$ cat src/rtl/rpwc_pkg.sv
// shared types, constants and codes for the rc pulse width capture block
// no dependencies
`default_nettype none

package rpwc_pkg;

  localparam int unsigned NUM_CHANNELS = 8;
  localparam int unsigned CH_W         = 3;
  localparam int unsigned TIME_W       = 16;
  localparam int unsigned MODE_W       = 2;
  localparam int unsigned CFG_IDX_W    = 1;
  localparam int unsigned CH_IDX_W     = (NUM_CHANNELS > 1) ? $clog2(NUM_CHANNELS) : 1;

  localparam logic [MODE_W-1:0] MODE_EDGE = 2'd0;
  localparam logic [MODE_W-1:0] MODE_TICK = 2'd1;
  localparam logic [MODE_W-1:0] MODE_READ = 2'd2;

  localparam logic [CFG_IDX_W-1:0] REG_MIN_WIDTH = 1'd0;
  localparam logic [CFG_IDX_W-1:0] REG_MAX_WIDTH = 1'd1;

  localparam logic [TIME_W-1:0] MIN_WIDTH_RST = '0;
  localparam logic [TIME_W-1:0] MAX_WIDTH_RST = '1;

  typedef logic [TIME_W-1:0] tick_t;

  // one request to the channel bank
  typedef struct packed {
    logic          edge_en;
    logic          tick_en;
    logic [CH_W-1:0] chan;
    tick_t         edge_time;
  } chan_req_t;

endpackage

`default_nettype wire

$ cat src/rtl/rpwc_chan_bank.sv
// per-channel state: last edge time, width, seen and valid flags
// depends on rpwc_pkg
`default_nettype none

module rpwc_chan_bank
  import rpwc_pkg::*;
(
  input  wire logic      clk,
  input  wire logic      rst_n,
  input  wire chan_req_t req,
  input  wire tick_t     min_width,
  input  wire tick_t     max_width,
  output tick_t          rd_width
);

  tick_t last_r  [NUM_CHANNELS];
  tick_t width_r [NUM_CHANNELS];
  logic [NUM_CHANNELS-1:0] seen_r;
  logic [NUM_CHANNELS-1:0] valid_r;

  logic                in_range;
  logic [CH_IDX_W-1:0] idx;
  tick_t               prev;
  tick_t               gap;
  logic                good;

  assign in_range = int'(req.chan) < int'(NUM_CHANNELS);
  assign idx      = req.chan[CH_IDX_W-1:0];
  assign prev     = last_r[idx];

  // on wrap the distance is (top - prev) + now, i.e. ~prev + now
  always_comb begin
    if (req.edge_time > prev) begin
      gap = req.edge_time - prev;
    end else begin
      gap = ~prev + req.edge_time;
    end
  end

  assign good = (gap > min_width) && (gap < max_width);

  always_comb begin
    if (in_range && valid_r[idx]) begin
      rd_width = width_r[idx];
    end else begin
      rd_width = '0;
    end
  end

  always_ff @(posedge clk) begin
    if (!rst_n) begin
      seen_r  <= '0;
      valid_r <= '0;
      for (int i = 0; i < int'(NUM_CHANNELS); i++) begin
        last_r[i]  <= '0;
        width_r[i] <= '0;
      end
    end else begin
      for (int i = 0; i < int'(NUM_CHANNELS); i++) begin
        if (req.edge_en && in_range && (idx == CH_IDX_W'(i))) begin
          last_r[i] <= req.edge_time;
          if (good) begin
            width_r[i] <= gap;
            valid_r[i] <= 1'b1;
            seen_r[i]  <= 1'b1;
          end
        end else if (req.tick_en) begin
          if (seen_r[i]) begin
            seen_r[i] <= 1'b0;
          end else begin
            valid_r[i] <= 1'b0;
          end
        end
      end
    end
  end

endmodule

`default_nettype wire

$ cat src/rtl/rc_pulse_width_capture_top.sv
// rc pulse width capture: a request is accepted into the input register, and a read
// result is then registered in the result register
// throughput one request per cycle; a read waits only while the result register
// is held by out_stall
// synchronous active-low reset clears all channel state, flags and both stages,
// min_width to 0 and max_width to 65535
// depends on rpwc_pkg and rpwc_chan_bank
`default_nettype none

module rc_pulse_width_capture_top
  import rpwc_pkg::*;
(
  input  wire logic                 clk,
  input  wire logic                 rst_n,
  input  wire logic                 in_valid,
  output logic                      in_stall,
  input  wire logic [MODE_W-1:0]    in_mode,
  input  wire logic [CH_W-1:0]      in_channel_index,
  input  wire logic [TIME_W-1:0]    in_edge_time,
  output logic                      out_valid,
  input  wire logic                 out_stall,
  output logic [TIME_W-1:0]         out_width_out,
  output logic [CH_W-1:0]           out_read_channel,
  input  wire logic                 cfg_valid,
  output logic                      cfg_ready,
  input  wire logic [CFG_IDX_W-1:0] cfg_index,
  input  wire logic [TIME_W-1:0]    cfg_data
);

  tick_t min_r, max_r;

  logic              s1_valid_r;
  logic [MODE_W-1:0] s1_mode_r;
  logic [CH_W-1:0]   s1_ch_r;
  tick_t             s1_time_r;

  logic              out_valid_r;
  tick_t             out_width_r;
  logic [CH_W-1:0]   out_ch_r;

  logic      out_free;
  logic      s1_fire;
  chan_req_t req;
  tick_t     rd_width;

  assign cfg_ready = 1'b1;

  always_ff @(posedge clk) begin
    if (!rst_n) begin
      min_r <= MIN_WIDTH_RST;
      max_r <= MAX_WIDTH_RST;
    end else if (cfg_valid) begin
      case (cfg_index)
        REG_MIN_WIDTH: min_r <= cfg_data;
        REG_MAX_WIDTH: max_r <= cfg_data;
        default: ;
      endcase
    end
  end

  assign out_free = !out_valid_r || !out_stall;
  // only a read needs the result register
  assign s1_fire  = s1_valid_r && ((s1_mode_r != MODE_READ) || out_free);
  assign in_stall = s1_valid_r && !s1_fire;

  always_ff @(posedge clk) begin
    if (!rst_n) begin
      s1_valid_r <= 1'b0;
    end else if (!in_stall) begin
      s1_valid_r <= in_valid;
    end
  end

  always_ff @(posedge clk) begin
    if (!in_stall && in_valid) begin
      s1_mode_r <= in_mode;
      s1_ch_r   <= in_channel_index;
      s1_time_r <= in_edge_time;
    end
  end

  always_comb begin
    req.edge_en   = s1_fire && (s1_mode_r == MODE_EDGE);
    req.tick_en   = s1_fire && (s1_mode_r == MODE_TICK);
    req.chan      = s1_ch_r;
    req.edge_time = s1_time_r;
  end

  rpwc_chan_bank u_bank (
    .clk       (clk),
    .rst_n     (rst_n),
    .req       (req),
    .min_width (min_r),
    .max_width (max_r),
    .rd_width  (rd_width)
  );

  always_ff @(posedge clk) begin
    if (!rst_n) begin
      out_valid_r <= 1'b0;
    end else if (out_free) begin
      out_valid_r <= s1_fire && (s1_mode_r == MODE_READ);
    end
  end

  always_ff @(posedge clk) begin
    if (out_free && s1_fire && (s1_mode_r == MODE_READ)) begin
      out_width_r <= rd_width;
      out_ch_r    <= s1_ch_r;
    end
  end

  assign out_valid        = out_valid_r;
  assign out_width_out    = out_width_r;
  assign out_read_channel = out_ch_r;

endmodule

`default_nettype wire

$ cat config.mk
export PLATFORM = sky130hd
export DESIGN_NAME = rc_pulse_width_capture_top
export DESIGN_NICKNAME = d
export VERILOG_FILES = /design/src/rtl/rpwc_pkg.sv /design/src/rtl/rpwc_chan_bank.sv /design/src/rtl/rc_pulse_width_capture_top.sv
export SDC_FILE = /design/constraint.sdc
export NUM_CORES = 1
export LEC_CHECK = 0
export ABC_AREA = 1
export BUFFER_PORTS_ARGS = -buffer_cell sky130_fd_sc_hd__buf_2
export CAP_MARGIN = 20
export CORE_AREA = 5 5 229 231
export CTS_CLUSTER_SIZE = 20
export DETAILED_ROUTE_END_ITERATION = 10
export DIE_AREA = 0 0 234 236
export REMOVE_ABC_BUFFERS = 1
export SLEW_MARGIN = 10
export SYNTH_ARGS = -nofsm -noshare
export SYNTH_HDL_FRONTEND = slang
export SYNTH_HIERARCHICAL = 1
export SYNTH_SLANG_ARGS = --single-unit
export TNS_END_PERCENT = 1
$ cat constraint.sdc
create_clock -name clk -period 7.4 [get_ports clk]
set_input_delay 0.37 -clock clk [delete_from_list [all_inputs] [get_ports clk]]
set_output_delay 0.37 -clock clk [all_outputs]
set_load 0.02 [all_outputs]
==> impl_results.md <==
* I/O pin total at 65
* Largest vdd supply drop at 0.180 mV
* Share of cells above drive strength 1 at about a tenth
* Initial antenna violation count at 0
* Vias in the first global route at approximately 11k
* CP peak stage delay at 0.59 ns
* Via/cell ratio at 4.97
* Detail Route Antenna Nets at 0
* Final Cycle Share at 90.7%
* P_sw at 1380 uW
* Yosys warns at 6
* Num CTS Buffers at 41
* Clk sinks at 346
* Max-cap violations at 0
* DRC at 0
* Area contributors post-synth: edfxtp_1 (56%), nand2_1 (6.6%), nor2_1 (6.6%)
* # setup viols final at 0
* Pin count of the biggest net entering global routing at 66
* Area grow syn2layout at 15.8%
* Clock share of power at approximately 39%
* Setup crit start kind: flip-flop
* Setup TNS at 0 ns
* Mapped Cells at 1547
* Row cnt at 82
* Post-DP HPWL at 29.4 mm
* Diode count at 0
* PortBufs at 63
* Pre-Repair DR Iteration Count at 5
* RSZ-0062 raised after global routing: no
* Post CTS Setup Buffer Count at 0
* CP arrival at 6.89 ns
* Skew-Pair Late Insertion Delay at 0.56 ns
* Critical-path maximum fanout at 35
* Layout net count at 1718
* Critical path's most frequent cell: nand2_1
* Routed WL at 43.3 mm
* DIE AREA at 0.0552 mm^2
* Wire length per cell at ~19 um
* Worst min path class: in -> reg
* Final Cell Area at 0.0184 mm^2
* Core Area at 0.0499 mm^2
* First-pass GRT wire length at 66.2 mm
* Area leader, netlist: edfxtp_1
* CTS clk-pin slew, worst paths at 0.06 ns
* P_leak at approximately 0.0073 uW
* Root Buffer: clkbuf_16
* Seq pwr share at 45.3%
* CTS tree: yes
* Global route overflow at 0
* Commonest non-fill, non-tap cell in the layout: edfxtp_1
* Sequential element share of the synthesized area at 62.4%
* Switching Share at between 20% and 30%
* CP required at 7.58 ns
* Combinational share of power at between 15 and 20%
* CP endpoint kind: flip-flop
* Placed inst area at roughly 0.017 mm^2
* Slowest-stage cell, CP: nand2_1
* Status: complete, no violations
* DIE WIDTH at around 230 um
* Slew @ Worst Pin at around 1.0 ns
* Setup Crit Path Kind: reg -> reg
* Synth top area share at 56.1%
* Max frequency at ~150 MHz
* Starting Density at 31.8%
* Seq cells post-synth at 346
* RePlAce Congestion at 0.922
* Clock Skew at 0.0258 ns
* P_int at 3630 uW
* H-Tree Depth at 2
* 1st-iter DRT viols at between 1k and 1.5k
* Via Count at 11.6k
* Final number of max-transition violations at 0
* Final hold vios at 0
* Die Y at around 240 um
* Max-slew headroom at 31.7%
* Commonest cells after routing, fill and taps aside: edfxtp_1 (296), nand2_1 (279), nor2_1 (275)
* Post-Syn Area per Cell at between 10 and 15 um^2
* Netlist cell types at 44
* Power Dens Cells at 273 mW/mm^2
* Gr usage total at 15.4%
* Hold WS at 0.0359 ns
* Final min period at 6.71 ns
* Clock tree buffer depth at 3
* Synth Cell Area at 0.0159 mm^2
[cell type report]
class,count,area (um^2)
flip-flops and latches,346,9890
fillers,5025,31500
clock buffers,51,1080
inverters,156,586
repair buffers,100,661
well taps,672,841
multi-input cells,981,5090
clock inverters,21,219
[critical path, delay by kind of cell, from the launching register on]
family          cells  cell delay (ns)
xor+xnor            1             0.34
simple gates       14             2.12
fa+ha+maj           2             0.65
buf+inv             4             1.15
compound gates      9             1.55
flops               1             0.51
[path summary, 6_finish.rpt]
path | endpoint | slack (ns) | from | depth (start not counted)
worst min-delay path | max_r[15] | 0.04 | cfg_data[15] | 3
worst max-delay path | u_bank/width_r[5][10] | 0.69 | s1_ch_r[1] | 30
worst max register to register | u_bank/width_r[5][10] | 0.69 | s1_ch_r[1] | 30
worst min register to register | u_bank/seen_r[0] | 0.45 | u_bank/seen_r[0] | 2
[synthesized netlist by cell type (all sizes together)]
cell and count:
a31oi 1, fa 2, clkbuf 45, ha 47, o21a 1, nor3 5
a221oi 2, or2 1, o31ai 1, a211oi 4, xor2 17, o311ai 4
a21oi 78, nor2 286, o21ai 64, inv 150, nand3 63, o221a 1
xnor2 3, nor4 2, a22oi 82, buf 19, edfxtp 296, a22o 1
nand4 21, nand2 292, dfxtp 50, o21bai 1, clkinv 6, conb 1
o221ai 1
[stage by stage]
stage	utilization (%)	cells	total power [uW]	worst slack [ns]
after floorplan	-	1483	2800	0.0275
after global placement	33.8	2235	3080	1.05
after detailed placement	33.8	2235	3080	0.848
after CTS	36.8	2326	5050	0.803
after global routing	36.8	2327	5230	0.186
final	36.8	2327	5010	0.692
[per-layer routing]
metal | share of wire (%) | up-vias | GRT usage [%] | wire, um
li1 | - | 5443 | - | -
met1 | 43 | 5675 | 20.9 | 18800
met2 | 49 | 373 | 25.6 | 21100
met3 | 5.7 | 63 | 2.33 | 2480
met4 | 2.1 | 0 | 4.06 | 922
met5 | 0 | - | 0 | 0
[sequential cells by signal, indices dropped and copies added, names as in the netlist, 8 cells and up]
register	cells
s1_time_r	16
u_bank/width_r	128
u_bank/valid_r	8
u_bank/last_r	128
min_r	16
u_bank/seen_r	8
max_r	16
out_width_out	16
[cell families (layout without fill, tap and decap cells)]
kind of cell | Yosys count | count (layout) | share of synthesized area, %
AOI/OAI and AO/OA | 241 | 241 | 9.37
other | 1 | 1 | 0.0237
adders and majority gates | 49 | 49 | 3.96
DFF | 346 | 346 | 62.4
xor gates and xnor gates | 20 | 20 | 1.11
and+or+nand+nor | 670 | 670 | 17.5
buffers and inverters | 220 | 328 | 5.63
[power groups by stage]
stage / Sequential, uW / Clock (uW) / Combinational [uW]
after floorplan: 2300 / 0 / 503
final: 2270 / 1950 / 788
after global routing: 2280 / 2070 / 875
after CTS: 2270 / 2000 / 785
after global placement: 2310 / 0 / 766
after detailed placement: 2310 / 0 / 773
[timing repair]
action	in CTS	in global routing
hold buffers	19	0
resized for setup	0	0
hold endpoints to repair	19	0
Power figures use the tool's default switching activity.
